### src/rtl/stsr_pkg.sv
package stsr_pkg;

  localparam int unsigned MAX_TERMS_DEF = 1024;
  localparam int unsigned SUM_W         = 41;
  localparam int unsigned PROD_W        = 2 * SUM_W;
  localparam int unsigned DIVN_W        = PROD_W + 32;
  localparam int unsigned QUO_W         = 34;
  localparam int unsigned AREA_W        = 34;
  localparam int unsigned CNT_STEP_W    = 7;
  localparam int unsigned MUL_STEPS     = SUM_W;
  localparam int unsigned DIV_STEPS     = DIVN_W;
  localparam int unsigned SQRT_STEPS    = 16;
  localparam logic [16:0] Q16_ONE       = 17'h10000;
  localparam logic [16:0] MIX_RESET     = 17'h08000;
  localparam logic [2:0]  REG_MIX_ADDR  = 3'd0;

  typedef enum logic [8:0] {
    S_ACC  = 9'b000000001,
    S_LD   = 9'b000000010,
    S_MUL  = 9'b000000100,
    S_DIVC = 9'b000001000,
    S_SQRT = 9'b000010000,
    S_COS  = 9'b000100000,
    S_DIVA = 9'b001000000,
    S_RAT  = 9'b010000000,
    S_FIN  = 9'b100000000
  } state_t;

  typedef struct packed {
    logic acc;
    logic rect_ld;
    logic area_ld;
    logic mul_ld;
    logic mul_step;
    logic divc_ld;
    logic diva_ld;
    logic div_step;
    logic sq_ld;
    logic sq_step;
    logic cos_ld;
    logic rat_ld;
    logic out_ld;
  } cmd_t;

  typedef struct packed {
    logic out_free;
  } stat_t;

  // Extent of one axis: max - min, or zero when the bounds are inverted.
  function automatic logic [16:0] extent(input logic signed [15:0] lo,
                                         input logic signed [15:0] hi);
    logic signed [16:0] d;
    d = 17'(hi) - 17'(lo);
    return (hi >= lo) ? 17'(d) : 17'd0;
  endfunction

endpackage

### src/rtl/stsr_ctrl.sv
module stsr_ctrl (
  input  logic            clk,
  input  logic            rst_n,
  input  logic            in_valid,
  input  logic            in_last_element,
  output logic            in_ready,
  input  stsr_pkg::stat_t stat,
  output stsr_pkg::cmd_t  cmd
);
  import stsr_pkg::*;

  state_t                  state_r, state_nxt;
  logic [CNT_STEP_W-1:0]   cnt_r, cnt_nxt;
  logic                    first;

  assign first    = (cnt_r == '0);
  assign in_ready = (state_r == S_ACC);

  always_comb begin
    state_nxt = state_r;
    cnt_nxt   = cnt_r + 1'b1;
    cmd       = '0;
    unique case (state_r)
      S_ACC: begin
        cnt_nxt = '0;
        cmd.acc = in_valid;
        if (in_valid && in_last_element) begin
          cmd.rect_ld = 1'b1;
          state_nxt   = S_LD;
        end
      end
      S_LD: begin
        cmd.area_ld = 1'b1;
        cnt_nxt     = '0;
        state_nxt   = S_MUL;
      end
      S_MUL: begin
        cmd.mul_ld   = first;
        cmd.mul_step = !first;
        if (cnt_r == CNT_STEP_W'(MUL_STEPS)) begin
          cnt_nxt   = '0;
          state_nxt = S_DIVC;
        end
      end
      S_DIVC: begin
        cmd.divc_ld  = first;
        cmd.div_step = !first;
        if (cnt_r == CNT_STEP_W'(DIV_STEPS)) begin
          cnt_nxt   = '0;
          state_nxt = S_SQRT;
        end
      end
      S_SQRT: begin
        cmd.sq_ld   = first;
        cmd.sq_step = !first;
        if (cnt_r == CNT_STEP_W'(SQRT_STEPS)) begin
          cnt_nxt   = '0;
          state_nxt = S_COS;
        end
      end
      S_COS: begin
        cmd.cos_ld = 1'b1;
        cnt_nxt    = '0;
        state_nxt  = S_DIVA;
      end
      S_DIVA: begin
        cmd.diva_ld  = first;
        cmd.div_step = !first;
        if (cnt_r == CNT_STEP_W'(DIV_STEPS)) begin
          cnt_nxt   = '0;
          state_nxt = S_RAT;
        end
      end
      S_RAT: begin
        cmd.rat_ld = 1'b1;
        cnt_nxt    = '0;
        state_nxt  = S_FIN;
      end
      S_FIN: begin
        cnt_nxt = '0;
        if (stat.out_free) begin
          cmd.out_ld = 1'b1;
          state_nxt  = S_ACC;
        end
      end
      default: begin
        cnt_nxt   = '0;
        state_nxt = S_ACC;
      end
    endcase
  end

  always_ff @(posedge clk) begin
    if (!rst_n) begin
      state_r <= S_ACC;
      cnt_r   <= '0;
    end else begin
      state_r <= state_nxt;
      cnt_r   <= cnt_nxt;
    end
  end

endmodule

### config.mk
export PLATFORM = sky130hd
export DESIGN_NAME = stsr_ctrl
export DESIGN_NICKNAME = d
export VERILOG_FILES = /design/src/rtl/stsr_pkg.sv /design/src/rtl/stsr_ctrl.sv
export SDC_FILE = /design/constraint.sdc
export NUM_CORES = 1
export LEC_CHECK = 0
export BUFFER_PORTS_ARGS = -buffer_cell sky130_fd_sc_hd__buf_2
export CAP_MARGIN = 10
export CORE_MARGIN = 10
export CORE_UTILIZATION = 30
export DETAILED_ROUTE_END_ITERATION = 6
export HOLD_SLACK_MARGIN = 0.08
export SETUP_SLACK_MARGIN = 0.3
export SYNTH_ARGS = -nofsm -noshare
export SYNTH_HDL_FRONTEND = slang
export SYNTH_SLANG_ARGS = --single-unit
### constraint.sdc
create_clock -name clk -period 2.65 [get_ports clk]
set_input_delay 0.53 -clock clk [delete_from_list [all_inputs] [get_ports clk]]
set_output_delay 0.53 -clock clk [all_outputs]
set_load 0.005 [all_outputs]
==> impl_metrics.tcl <==
set metrics [dict create \
    cts-root-buf "clkbuf_4" \
    grt_first_pass_wirelength_um 4595 \
    finalNonFillerCells 191 \
    cap_violations 0 \
    routed_wl_um 2677 \
    critPathBufInv 1 \
    synthFlopType "dfxtp_1" \
    outcome "completed" \
    synth_cells 119 \
    nets 158 \
    netlist_area_um2 998.5 \
    max-vdd-ir-drop_mv 0.1723 \
    drc_errors 0 \
    arrival_ns 1.80 \
    clock_skew_ns 0.002043 \
    synth_edf_count 0 \
    grt-ovfl-total 0 \
    layout_common_cells "nor2_1, buf_2, dfxtp_1, inv_1, buf_4" \
    post_drt_via_cell_ratio 5.162 \
    cp_data_required_time_ns 2.12 \
    ctsLongestPathBuffers 2 \
    yosys_register_bits 16 \
    layout-drive-gt1-share_pct 30.61 \
    max_freq_mhz 429.6 \
    core_area_mm2 0.003128 \
    layout_commonest_cell "nor2_1" \
    crit_type "reg -> out" \
    power_mw 0.6368 \
    avgSynthCellArea_um2 8.390 \
    core.rowCount 20 \
    crit_family "simple AND/OR/NAND/NOR gates" \
    cp-start-kind "flip-flop" \
    cts_tree "done" \
    fin_util_pct 40.40 \
    grt_pass1_vias 1019 \
    grt_max_degree 9 \
    setup_violations 0 \
    die_w_um 77.69 \
    gp_congestion 0.7810 \
    antenna_cells 0 \
    vias 986 \
    wl_per_cell_um 14.02 \
    hp-class "reg -> reg" \
    clkSlewWorstSetupHoldPaths_ns 0.09 \
    critPathMaxStageDelay_ns 0.56 \
    critPathCaptureType "output port" \
    fin_crit_ns 2.328 \
    synthArstFlopShare_pct 0 \
    dr.first_iter.drc_count 65 \
    slew_headroom_pct 60.17 \
    synth_warnings 0 \
    fin_tns_setup_ns 0 \
    port-buffer-count 18 \
    ys_seq_area_share_pct 32.08 \
    cts.sinks 16 \
    yosysUniqueCellTypes 38 \
    hold_violations 0 \
    htree_num_levels 1 \
    synth_nets 128 \
    design.die.area_mm2 0.006036 \
    drt-pass1-iter-count 4 \
    fin_crit_sh_pct 87.84 \
    seq_area_um2 325.3 \
    multiInputGateArea_um2 684.4 \
    fillers 322 \
    pin_count 19 \
    cp_max_fo 4 \
    critPathSlowestCell "or4_4" \
    powerDensity_mw_per_mm2 503.9 \
    rsz0062_at_grt "yes" \
    grt_use_total_pct 8.863 \
    worstMarginPinSlew_ns 0.5938 \
    dpl.cell_count 181 \
    leakagePower_nw 0.5469 \
    pre_cts_ws_ns 0.5123 \
    dp_hpwl_um 2088 \
    initial_utilization_pct 31.92 \
    die_h_um 77.69 \
    numCtsBuffers 3 \
    layout_setup_ws_ns 0.3221 \
    drv_slew 0 \
    clk-insertion-delay-late_ns 0.28 \
    antenna_found_initial 0 \
    syn2layout_area_growth_pct 26.57 \
    ant_nets 0 \
    path_cells "or4_4 > nor4_4 > and4b_1 > buf_2" \
]
[final cells by class]
type / count / area share, %
flip-flops and latches: 16 / 25.74
repair buffers: 25 / 11.29
well taps: 44 / 4.356
multi-input cells: 94 / 54.16
inverters: 9 / 2.673
clock buffers: 3 / 1.782
[cell usage after synthesis, types with 2 or more instances]
library cell,number,area share (%)
and4b_1,3,3.0
xor2_1,3,2.6
nor2b_1,4,2.5
dfxtp_1,16,32
o41ai_1,2,1.8
nor3_1,3,1.5
a21oi_1,3,1.5
ha_1,4,5.0
nand3_1,5,2.5
nand4_1,2,1.3
xnor2_1,3,2.6
and4_1,2,1.8
and2_1,3,1.9
and3_1,6,3.8
nor4_1,2,1.3
inv_1,9,3.4
or4_1,2,1.5
nor2_1,21,7.9
nand2_1,6,2.3
or3_1,2,1.3
[power breakdown]
part,internal [mW],switching [mW]
Sequential,0.251,0.0181
Clock,0.0527,0.0718
Combinational,0.125,0.118
Total,0.429,0.208
[metrics by stage]
stage	cell area, um^2	hold slack, ns
after floorplan	998.5	0.4407
after global placement	1144	0.4559
after detailed placement	1144	0.4733
after CTS	1200	0.4949
after global routing	1264	0.5530
final	1264	0.4873
[cell families after synthesis]
group                    count (synthesis)  share of synthesized area [%]
AO/OA/AOI/OAI                           13                          10.40
buffers and inverters                    9                          3.383
adder cells (fa/ha/maj)                  4                          5.013
AND/OR/NAND/NOR                         71                          43.86
flip-flops                              16                          32.08
XOR/XNOR                                 6                          5.264
[layer usage]
| metal | wire length [um] | vias up | global-route usage, % |
|---|---|---|---|
| li1 | - | 490 | - |
| met1 | 1176 | 472 | 10.11 |
| met2 | 1321 | 22 | 14.51 |
| met3 | 168 | 2 | 3.571 |
| met4 | 10 | 0 | 3.285 |
| met5 | 0 | - | 0 |
[final timing paths]
check	slack (ns)	startpoint	cells after the start	endpoint
hold / removal	0.49	cnt_r[0]	1	cnt_r[0]
setup reg to reg	0.56	cnt_r[0]	7	cnt_r[5]
setup / recovery	0.32	state_r[2]	4	cmd[7]
hold reg to reg	0.49	cnt_r[0]	1	cnt_r[0]
[what timing repair did]
| item | in CTS | in global routing |
|---|---|---|
| endpoints found under the setup margin | 6 | 12 |
| setup buffers | 3 | 4 |
| pin swaps | 4 | 6 |
| hold buffers | 0 | 0 |
| gates resized for setup | 4 | 7 |
[worst reg2reg max path, cell delays in order (launching register included)]
cell	delay, ns
dfxtp_1	0.36
inv_1	0.09
ha_1	0.14
nand2_1	0.04
or4_1	0.50
and3_4	0.23
o31ai_2	0.50
nor2_1	0.12
[registers in the layout (all words and copies together) (netlist names)]
name	flops
cnt_r	7
state_r	9
(Power assumes the default switching activity.)
